$ cat src/rtl/ihdp_pkg.sv
// ihdp_pkg.sv
// types, constants and signature tables for the image header dimension parser
// no dependencies
package ihdp_pkg;

  localparam int MinSize  = 24;
  localparam int ChunkHdr = 12;

  localparam logic [7:0] MarkerPrefix = 8'hFF;
  localparam logic [7:0] MarkerSof0   = 8'hC0;
  localparam logic [7:0] MarkerSofF   = 8'hCF;
  localparam logic [7:0] MarkerDht    = 8'hC4;
  localparam logic [7:0] MarkerJpg    = 8'hC8;
  localparam logic [7:0] MarkerDac    = 8'hCC;
  localparam logic [7:0] MarkerRst0   = 8'hD0;
  localparam logic [7:0] MarkerEoi    = 8'hD9;
  localparam logic [7:0] MarkerDri    = 8'hDD;

  typedef enum logic [1:0] {
    FmtGif  = 2'd0,
    FmtPng  = 2'd1,
    FmtJpeg = 2'd2,
    FmtNone = 2'd3
  } fmt_e;

  function automatic logic [7:0] gif_sig_byte(input logic [1:0] idx);
    logic [7:0] r;
    case (idx)
      2'd0:    r = 8'h47;
      2'd1:    r = 8'h49;
      2'd2:    r = 8'h46;
      default: r = 8'h00;
    endcase
    return r;
  endfunction

  function automatic logic [7:0] jpeg_sig_byte(input logic [1:0] idx);
    logic [7:0] r;
    case (idx)
      2'd0:    r = 8'hFF;
      2'd1:    r = 8'hD8;
      2'd2:    r = 8'hFF;
      default: r = 8'h00;
    endcase
    return r;
  endfunction

  function automatic logic [7:0] png_sig_byte(input logic [3:0] idx);
    logic [7:0] r;
    case (idx)
      4'd0:    r = 8'h89;
      4'd1:    r = 8'h50;
      4'd2:    r = 8'h4E;
      4'd3:    r = 8'h47;
      4'd4:    r = 8'h0D;
      4'd5:    r = 8'h0A;
      4'd6:    r = 8'h1A;
      4'd7:    r = 8'h0A;
      4'd12:   r = 8'h49;
      4'd13:   r = 8'h48;
      4'd14:   r = 8'h44;
      4'd15:   r = 8'h52;
      default: r = 8'h00;
    endcase
    return r;
  endfunction

  // bytes 8..11 hold the ihdr length and are not checked
  function automatic logic png_sig_care(input logic [3:0] idx);
    return !(idx >= 4'd8 && idx <= 4'd11);
  endfunction

endpackage

$ cat src/rtl/image_header_dimension_parser_top.sv
// image_header_dimension_parser_top.sv
// byte-serial gif / png / jpeg dimension sniffer, single module
// depends on ihdp_pkg
//
// Takes one file byte per transaction, with last_byte_i on the final byte, and
// returns exactly one result transaction per file: found with format and sizes,
// or failure (format none, zero sizes). A byte is taken every clock while the
// result register is empty or being drained; the result of a byte appears in
// the result register in the cycle after its transaction, so throughput is one
// byte per clock while not stalled, set by the single result register.
// Signature checks are running match flags, the jpeg walk uses an 11-byte
// shift window and a precomputed chunk end offset, and the position counter
// saturates at POSITION_BITS ones.
module image_header_dimension_parser_top #(
  parameter int POSITION_BITS = 32
) (
  input  logic        clk_i,
  input  logic        rst_ni,
  input  logic        in_valid_i,
  output logic        in_ready_o,
  input  logic [7:0]  data_byte_i,
  input  logic        last_byte_i,
  output logic        out_valid_o,
  input  logic        out_ready_i,
  output logic        found_o,
  output logic [1:0]  image_format_o,
  output logic [31:0] image_width_o,
  output logic [31:0] image_height_o
);
  import ihdp_pkg::*;

  localparam int PW = POSITION_BITS;
  localparam logic [PW-1:0] PosMax       = {PW{1'b1}};
  localparam logic [PW:0]   PosMaxExt    = {1'b0, PosMax};
  localparam logic [PW-1:0] PosMinSize   = PW'(MinSize);
  localparam logic [PW-1:0] PosLastHdr   = PW'(MinSize - 1);
  localparam logic [PW-1:0] PosSigEnd    = PW'(3);
  localparam logic [PW-1:0] PosPngEnd    = PW'(16);
  localparam logic [PW-1:0] PosTwo       = PW'(2);
  localparam logic [PW-1:0] ChunkEndInit = PW'(2 + ChunkHdr - 1);

  logic          in_fire;
  logic [PW-1:0] pos_q, pos_d;
  logic [PW-1:0] chunk_end_q, chunk_end_d;
  logic          gif_ok_q, gif_ok_d;
  logic          png_ok_q, png_ok_d;
  logic          jpeg_ok_q, jpeg_ok_d;
  logic          pend_q, pend_d;
  logic [15:0]   pend_w_q, pend_w_d;
  logic [15:0]   pend_h_q, pend_h_d;
  logic          given_q, given_d;

  logic [7:0]    hdr_q [MinSize];
  logic [7:0]    win_q [ChunkHdr-1];
  logic [7:0]    win   [ChunkHdr];

  logic          emit;
  logic          r_found;
  fmt_e          r_fmt;
  logic [31:0]   r_w, r_h;

  logic          out_valid_q;
  logic          found_q;
  fmt_e          fmt_q;
  logic [31:0]   width_q, height_q;

  logic          early;
  logic          sof;
  logic [16:0]   step_len;
  logic [PW:0]   next_end;

  assign in_ready_o = !out_valid_q || out_ready_i;
  assign in_fire    = in_valid_i && in_ready_o;

  always_comb begin
    for (int k = 0; k < ChunkHdr - 1; k++) begin
      win[k] = win_q[k];
    end
    win[ChunkHdr-1] = data_byte_i;
  end

  always_comb begin
    pos_d       = pos_q;
    chunk_end_d = chunk_end_q;
    gif_ok_d    = gif_ok_q;
    png_ok_d    = png_ok_q;
    jpeg_ok_d   = jpeg_ok_q;
    pend_d      = pend_q;
    pend_w_d    = pend_w_q;
    pend_h_d    = pend_h_q;
    given_d     = given_q;
    emit        = 1'b0;
    r_found     = 1'b0;
    r_fmt       = FmtNone;
    r_w         = '0;
    r_h         = '0;
    step_len    = '0;
    next_end    = '0;
    early       = pos_q < PosMinSize;
    sof         = (win[1] >= MarkerSof0) && (win[1] <= MarkerSofF) &&
                  (win[1] != MarkerDht) && (win[1] != MarkerJpg) && (win[1] != MarkerDac);

    if (in_fire) begin
      gif_ok_d  = gif_ok_q &&
                  (pos_q >= PosSigEnd || data_byte_i == gif_sig_byte(pos_q[1:0]));
      jpeg_ok_d = jpeg_ok_q &&
                  (pos_q >= PosSigEnd || data_byte_i == jpeg_sig_byte(pos_q[1:0]));
      png_ok_d  = png_ok_q &&
                  (pos_q >= PosPngEnd || !png_sig_care(pos_q[3:0]) ||
                   data_byte_i == png_sig_byte(pos_q[3:0]));

      if (!given_q) begin
        if (early && !gif_ok_d && !png_ok_d && !jpeg_ok_d) begin
          emit = 1'b1;
        end else begin
          if (jpeg_ok_d && pos_q >= PosTwo && !pend_q && pos_q == chunk_end_q) begin
            if (win[0] != MarkerPrefix) begin
              emit = 1'b1;
            end else if (sof) begin
              if (pos_q >= PosLastHdr) begin
                emit    = 1'b1;
                r_found = 1'b1;
                r_fmt   = FmtJpeg;
                r_w     = {16'h0, win[7], win[8]};
                r_h     = {16'h0, win[5], win[6]};
              end else begin
                pend_d   = 1'b1;
                pend_w_d = {win[7], win[8]};
                pend_h_d = {win[5], win[6]};
              end
            end else begin
              if (win[1] >= MarkerRst0 && win[1] <= MarkerEoi) begin
                step_len = 17'd2;
              end else if (win[1] == MarkerDri) begin
                step_len = 17'd6;
              end else begin
                step_len = 17'd2 + {1'b0, win[2], win[3]};
              end
              next_end = {1'b0, chunk_end_q} + (PW+1)'(step_len);
              if (next_end >= PosMaxExt) begin
                emit = 1'b1;
              end else begin
                chunk_end_d = next_end[PW-1:0];
              end
            end
          end
          if (!emit && pos_q == PosLastHdr) begin
            if (jpeg_ok_d) begin
              if (pend_q) begin
                emit    = 1'b1;
                r_found = 1'b1;
                r_fmt   = FmtJpeg;
                r_w     = {16'h0, pend_w_q};
                r_h     = {16'h0, pend_h_q};
              end
            end else if (gif_ok_d) begin
              emit    = 1'b1;
              r_found = 1'b1;
              r_fmt   = FmtGif;
              r_w     = {16'h0, hdr_q[7], hdr_q[6]};
              r_h     = {16'h0, hdr_q[9], hdr_q[8]};
            end else if (png_ok_d) begin
              emit    = 1'b1;
              r_found = 1'b1;
              r_fmt   = FmtPng;
              r_w     = {hdr_q[16], hdr_q[17], hdr_q[18], hdr_q[19]};
              r_h     = {hdr_q[20], hdr_q[21], hdr_q[22], data_byte_i};
            end else begin
              emit = 1'b1;
            end
          end
        end
      end

      if (last_byte_i) begin
        if (!given_q && !emit) begin
          emit = 1'b1;
        end
        pos_d       = '0;
        chunk_end_d = ChunkEndInit;
        gif_ok_d    = 1'b1;
        png_ok_d    = 1'b1;
        jpeg_ok_d   = 1'b1;
        pend_d      = 1'b0;
        pend_w_d    = '0;
        pend_h_d    = '0;
        given_d     = 1'b0;
      end else begin
        given_d = given_q || emit;
        if (pos_q != PosMax) begin
          pos_d = pos_q + PW'(1);
        end
      end
    end
  end

  always_ff @(posedge clk_i or negedge rst_ni) begin
    if (!rst_ni) begin
      pos_q       <= '0;
      chunk_end_q <= ChunkEndInit;
      gif_ok_q    <= 1'b1;
      png_ok_q    <= 1'b1;
      jpeg_ok_q   <= 1'b1;
      pend_q      <= 1'b0;
      pend_w_q    <= '0;
      pend_h_q    <= '0;
      given_q     <= 1'b0;
      out_valid_q <= 1'b0;
    end else begin
      pos_q       <= pos_d;
      chunk_end_q <= chunk_end_d;
      gif_ok_q    <= gif_ok_d;
      png_ok_q    <= png_ok_d;
      jpeg_ok_q   <= jpeg_ok_d;
      pend_q      <= pend_d;
      pend_w_q    <= pend_w_d;
      pend_h_q    <= pend_h_d;
      given_q     <= given_d;
      if (in_fire && emit) begin
        out_valid_q <= 1'b1;
      end else if (out_ready_i) begin
        out_valid_q <= 1'b0;
      end
    end
  end

  // payload registers, no reset
  always_ff @(posedge clk_i) begin
    if (in_fire) begin
      if (early) begin
        hdr_q[pos_q[4:0]] <= data_byte_i;
      end
      for (int k = 0; k < ChunkHdr - 1; k++) begin
        win_q[k] <= win[k+1];
      end
    end
    if (in_fire && emit) begin
      found_q  <= r_found;
      fmt_q    <= r_fmt;
      width_q  <= r_w;
      height_q <= r_h;
    end
  end

  assign out_valid_o    = out_valid_q;
  assign found_o        = found_q;
  assign image_format_o = fmt_q;
  assign image_width_o  = width_q;
  assign image_height_o = height_q;

endmodule

$ cat config.mk
export PLATFORM = sky130hd
export DESIGN_NAME = image_header_dimension_parser_top
export DESIGN_NICKNAME = d
export VERILOG_FILES = /design/src/rtl/ihdp_pkg.sv /design/src/rtl/image_header_dimension_parser_top.sv
export SDC_FILE = /design/constraint.sdc
export NUM_CORES = 1
export LEC_CHECK = 0
export BUFFER_PORTS_ARGS = -buffer_cell sky130_fd_sc_hd__buf_4
export CAP_MARGIN = 5
export CORE_MARGIN = 1
export CORE_UTILIZATION = 54
export CTS_BUF_LIST = sky130_fd_sc_hd__clkbuf_8
export DETAILED_ROUTE_END_ITERATION = 10
export GPL_ROUTABILITY_DRIVEN = 0
export PLACE_DENSITY = 0.83
export SYNTH_ARGS = -nofsm -noshare
export SYNTH_HDL_FRONTEND = slang
export SYNTH_SLANG_ARGS = --single-unit
$ cat constraint.sdc
create_clock -name clk_i -period 7.2 [get_ports clk_i]
set_input_delay 0.36 -clock clk_i [delete_from_list [all_inputs] [get_ports clk_i]]
set_output_delay 0.36 -clock clk_i [all_outputs]
set_load 0.02 [all_outputs]
[Yosys cells after proc, flatten, opt, wreduce, memory -nomap -nowiden]
Memories as Yosys holds them, arrays and structs flattened.
Index checks and enable logic that the tools add are counted.
Operators by class
  add/sub/neg operators: 3
  order comparisons: 12
  equal/unequal tests: 19
  mux-type cells: 106
  bitwise operators: 1
  reduce and logical (&&, ||, !) cells: 43
Operator list (count)
  32-bit 2-to-1 mux: 19
  16-bit 2-to-1 mux: 22
  17-bit 2-to-1 mux: 8
  32-bit by 2-bit >= comparator with 1-bit output (second input constant): 2
  32-bit by 5-bit >= comparator with 1-bit output (second input constant): 2
  1-bit 2-to-1 mux: 47
  32-bit by 17-bit adder with 33-bit output: 1
  33-bit by 32-bit >= comparator with 1-bit output (second input constant): 1
  32-bit by 1-bit adder with 32-bit output (second input constant): 1
  32-bit == test: 1
  32-bit by 5-bit == test with 1-bit output (second input constant): 1
  32-bit by 5-bit < comparator with 1-bit output (second input constant): 1
  32-bit inequality test (second input constant): 1
  8-bit inequality test (second input constant): 4
  8-bit == test: 3
  8-bit 2-to-1 mux: 3
  7-bit case mux with 3 select lines: 1
  1-bit logical AND: 19
  2-bit by 16-bit adder with 17-bit output (first input constant): 1
  8-bit >= comparator (second input constant): 2
  8-bit <= comparator (second input constant): 2
  8-bit case mux with 2 select lines: 1
  7-bit AND reduction: 2
  2-bit inequality test (second input constant): 6
  other kinds (14): 33
Word-level totals
  bits in registers: 169
  RAM bits: 280
  bits in read-only memories: 112
  input bits: 13
  output and inout port bits: 69
  logic and storage cells: 201
  memories: 3
Memory list
  hdr_q: depth 24, bits a word 8, rd ports 11, clocked after Yosys merged registers in 0, wr ports 1, line image_header_dimension_parser_top.sv:53  | logic [7:0] hdr_q [MinSize];
  (no name shown): depth 16, bits a word 7, rd ports 1, clocked after Yosys merged registers in 0, wr ports 0, line ihdp_pkg.sv:50  | case (idx)
  win_q: depth 11, bits a word 8, rd ports 11, clocked after Yosys merged registers in 0, wr ports 11, line image_header_dimension_parser_top.sv:54  | logic [7:0] win_q [ChunkHdr-1];

[Longest topological paths before layout]
  word-level depth: 36
  depth in mapped cells: 20
  depth with buffers taken out: 18

[Worst setup path after synthesis]
OpenSTA, ideal clock, no wires.
  path type: register to register
  start point: mem win_q[3][3]
  end point: reg found_q (netlist: found_o) (enable)
  setup time: 0.510 ns
  arrival: 6.932 ns
  data required time: 6.690 ns
  setup slack: -0.241 ns
  stages on the path, launching flop included: 18
  buffers on the path: 0
  period minus slack after synthesis: 7.441 ns
  cells stage by stage: edfxtp_1 > and3_1 > and3_1 > nand3_1 > nor2_1 > nand4_1 > xor2_1 > nor2_1 > ha_1 > nand4_1 > a2111oi_2 > o211ai_1 > a2111oi_2 > nand4_1 > nor4_4 > nand3_1 > a211o_1 > a21boi_1
RTL lines
  from (decl): line image_header_dimension_parser_top.sv:54
  to (signal assigned): line image_header_dimension_parser_top.sv:238  | found_q <= r_found;
  to (decl): line image_header_dimension_parser_top.sv:63  | logic found_q;

==> impl_metrics.json <==
{
  "outcome": "finished clean",
  "total_power_mw": 5.863,
  "hold_viol": 0,
  "cts_buffers": 55,
  "rsz0062_at_grt": "false",
  "synth_nets": 1498,
  "multi_input_area_um2": 6198,
  "cts_tree": "done",
  "dr_total_vias": 12410,
  "grt_pass1_vias": 11900,
  "hold_class": "primary input to flop",
  "hold_ws_ns": 0.07148,
  "clk_pin_slew_worst_paths_ns": 0.07,
  "worstPathArrival_ns": 6.06,
  "grt_max_degree": 84,
  "synth.cell_area_um2": 16580,
  "cts_root_buffer": "clkbuf_8",
  "grt.total_usage": 0.2639,
  "nets": 1576,
  "syn_inst": 1461,
  "p_leak_nw": 6.945,
  "topRoutingLayerUsed": "met4",
  "ir_worst_vdd_uv": 217.9,
  "detailed_place_hpwl_um": 26620,
  "core_um2": 29950,
  "clock_sinks": 345,
  "yosys_most_used_dff": "edfxtp_1",
  "die_w_um": 177.2,
  "avgViaCountPerCell": 6.277,
  "seq_area_um2": 9857,
  "wl_met2_um": 18910,
  "synth-edff-count": 243,
  "fin_crit_sh": 0.8066,
  "antenna_found_initial": 1,
  "grt_overflow_total": 0,
  "wl_per_cell_um": 20.88,
  "worstSkewPairLatency_ns": 0.61,
  "setup_viol": 0,
  "cp_max_fo": 40,
  "num_rows": 63,
  "cts_max_path_buffers": 3,
  "synth_seq_cells": 345,
  "area_growth_pct": 12.63,
  "yosysSeqAreaShare": 0.5945,
  "drtIter0Drc": 1475,
  "fillers": 2291,
  "cp-start-kind": "flop",
  "fin_crit_ns": 5.807,
  "die_y_um": 177.2,
  "io_pins": 82,
  "tightest_slew_ns": 1.245,
  "firstDrtPassIters": 5,
  "end_kind": "flop",
  "dr_wl_met3_um": 4564,
  "fin_skew_ns": 0.02673,
  "met1Wirelength_um": 16740,
  "synth_cell_type_count": 86,
  "drive_gt1_frac": 0.1400,
  "final_common_cell": "edfxtp_1",
  "grt_first_pass_wirelength_um": 64270,
  "critPathRequiredTime_ns": 7.45,
  "h-tree-depth": 2,
  "finalNonFillerCells": 1977,
  "fmax_mhz": 172.2,
  "ant_nets": 0,
  "start_util": 0.5535,
  "tns_ns": 0,
  "synthArstFlopShare": 0.2957,
  "dieArea_um2": 31410,
  "powerDensity_nw_per_um2": 314.0,
  "place_inst": 1871,
  "slew_violations": 0,
  "critPathKind": "flop to flop",
  "relSlewSlack": 0.1701,
  "synth_warnings": 0,
  "drcViolationCount": 0,
  "postCtsSetupBuffers": 0,
  "maxCapViolations": 0,
  "layout_common_cells": "243 x edfxtp_1, 126 x nand2_1, 119 x nor2_1",
  "syn_area_per_cell_um2": 11.35,
  "routed_wl_um": 41270,
  "portBuffers": 81
}
==> synthesized netlist by cell type (23+ instances only) <==
library cell  number  share of area
and3_1            31          0.012
ha_1              23          0.017
o21ai_1           27         0.0082
nor4_1            24         0.0091
inv_1             48          0.011
nand3_1           46          0.014
nand4_1           35          0.013
clkbuf_1          55          0.012
nor3_1            29         0.0088
a22o_1            33          0.017
nand2_1          126          0.029
a21oi_1           76          0.023
xnor2_1           54          0.029
nor2_1           120          0.027
o21ai_0           72          0.022
edfxtp_1         243           0.44
and2_1            45          0.017
dfrtp_1           96           0.14
xor2_1            31          0.016
==> power breakdown <==
part           leakage (nW)  internal [mW]  switching (mW)
combinational          2.63          0.530           0.998
clock                 0.652          0.928           0.797
sequential             3.66           2.41           0.197
==> routing by layer <==
| metal | global-route usage | up-vias |
|---|---|---|
| li1 | - | 5610 |
| met1 | 0.3586 | 6015 |
| met2 | 0.4119 | 689 |
| met3 | 0.06916 | 96 |
| met4 | 0.08693 | 0 |
| met5 | 0 | - |
==> cell families after synthesis <==
family | share of synthesized area
fa+ha+maj | 0.01856
simple gates | 0.1623
compound gates | 0.1438
xor+xnor | 0.04490
flops | 0.5945
mux | 0.002415
buf+inv | 0.03351
==> area by class of cell <==
type	instances	area share
antenna	1	0.0001340
clock buffer	67	0.04938
clock inverter	37	0.01333
inverter	48	0.009715
multi-input combinational	986	0.3319
sequential	345	0.5278
tap	390	0.02613
timing repair buffer	103	0.04154
==> metrics by stage <==
stage	instance area, µm²	util	worst slack (ns)
after global routing	18670	0.6234	1.169
after detailed placement	17490	0.5839	1.548
final	18670	0.6234	1.393
after global placement	17490	0.5839	1.713
after floorplan	16580	-	0.9597
after CTS	18670	0.6234	1.517
==> worst paths after layout <==
path,from,endpoint,slack (ns),cells after the start
setup reg to reg,win_q[3][3],image_width_o[10],1.39,17
max in group asynchronous,rst_ni,pend_h_q[13],5.64,3
setup / recovery,win_q[3][3],image_width_o[10],1.39,17
hold reg to reg,win_q[9][5],win_q[8][5],0.42,0
min in group asynchronous,rst_ni,pos_q[21],0.23,2
hold / removal,in_valid_i,out_valid_o,0.07,3
==> critical path: stages (launching register included) <==
cell and delay [ns]:
edfxtp_1 0.42, and3_1 0.22, and3_1 0.24, nand3_1 0.17
or3_1 0.34, a21oi_1 0.16, ha_1 0.23, nand2_1 0.11
o21ai_0 0.93, a211oi_1 0.14, a21boi_1 0.43, nor2_1 0.07
or4b_1 0.58, nor4_4 0.28, nand3_1 0.14, a211o_1 0.35
a21boi_4 0.16, buf_4 0.46
==> registers in the layout, summed over array words and instances (netlist names) <==
name,flops
out_valid_o,1
gif_ok_q,1
image_format_o,2
found_o,1
pos_q,32
pend_w_q,16
image_height_o,32
pend_q,1
hdr_q,88
png_ok_q,1
given_q,1
win_q,88
pend_h_q,16
image_width_o,32
chunk_end_q,32
jpeg_ok_q,1
==> timing repair <==
action / 4_1_cts / 5_1_grt
resized for setup: 0 / 0
endpoints found under the hold margin: 31 / 0
hold buffers: 1 / 0
No activity file was read; power rests on OpenSTA's default activity.
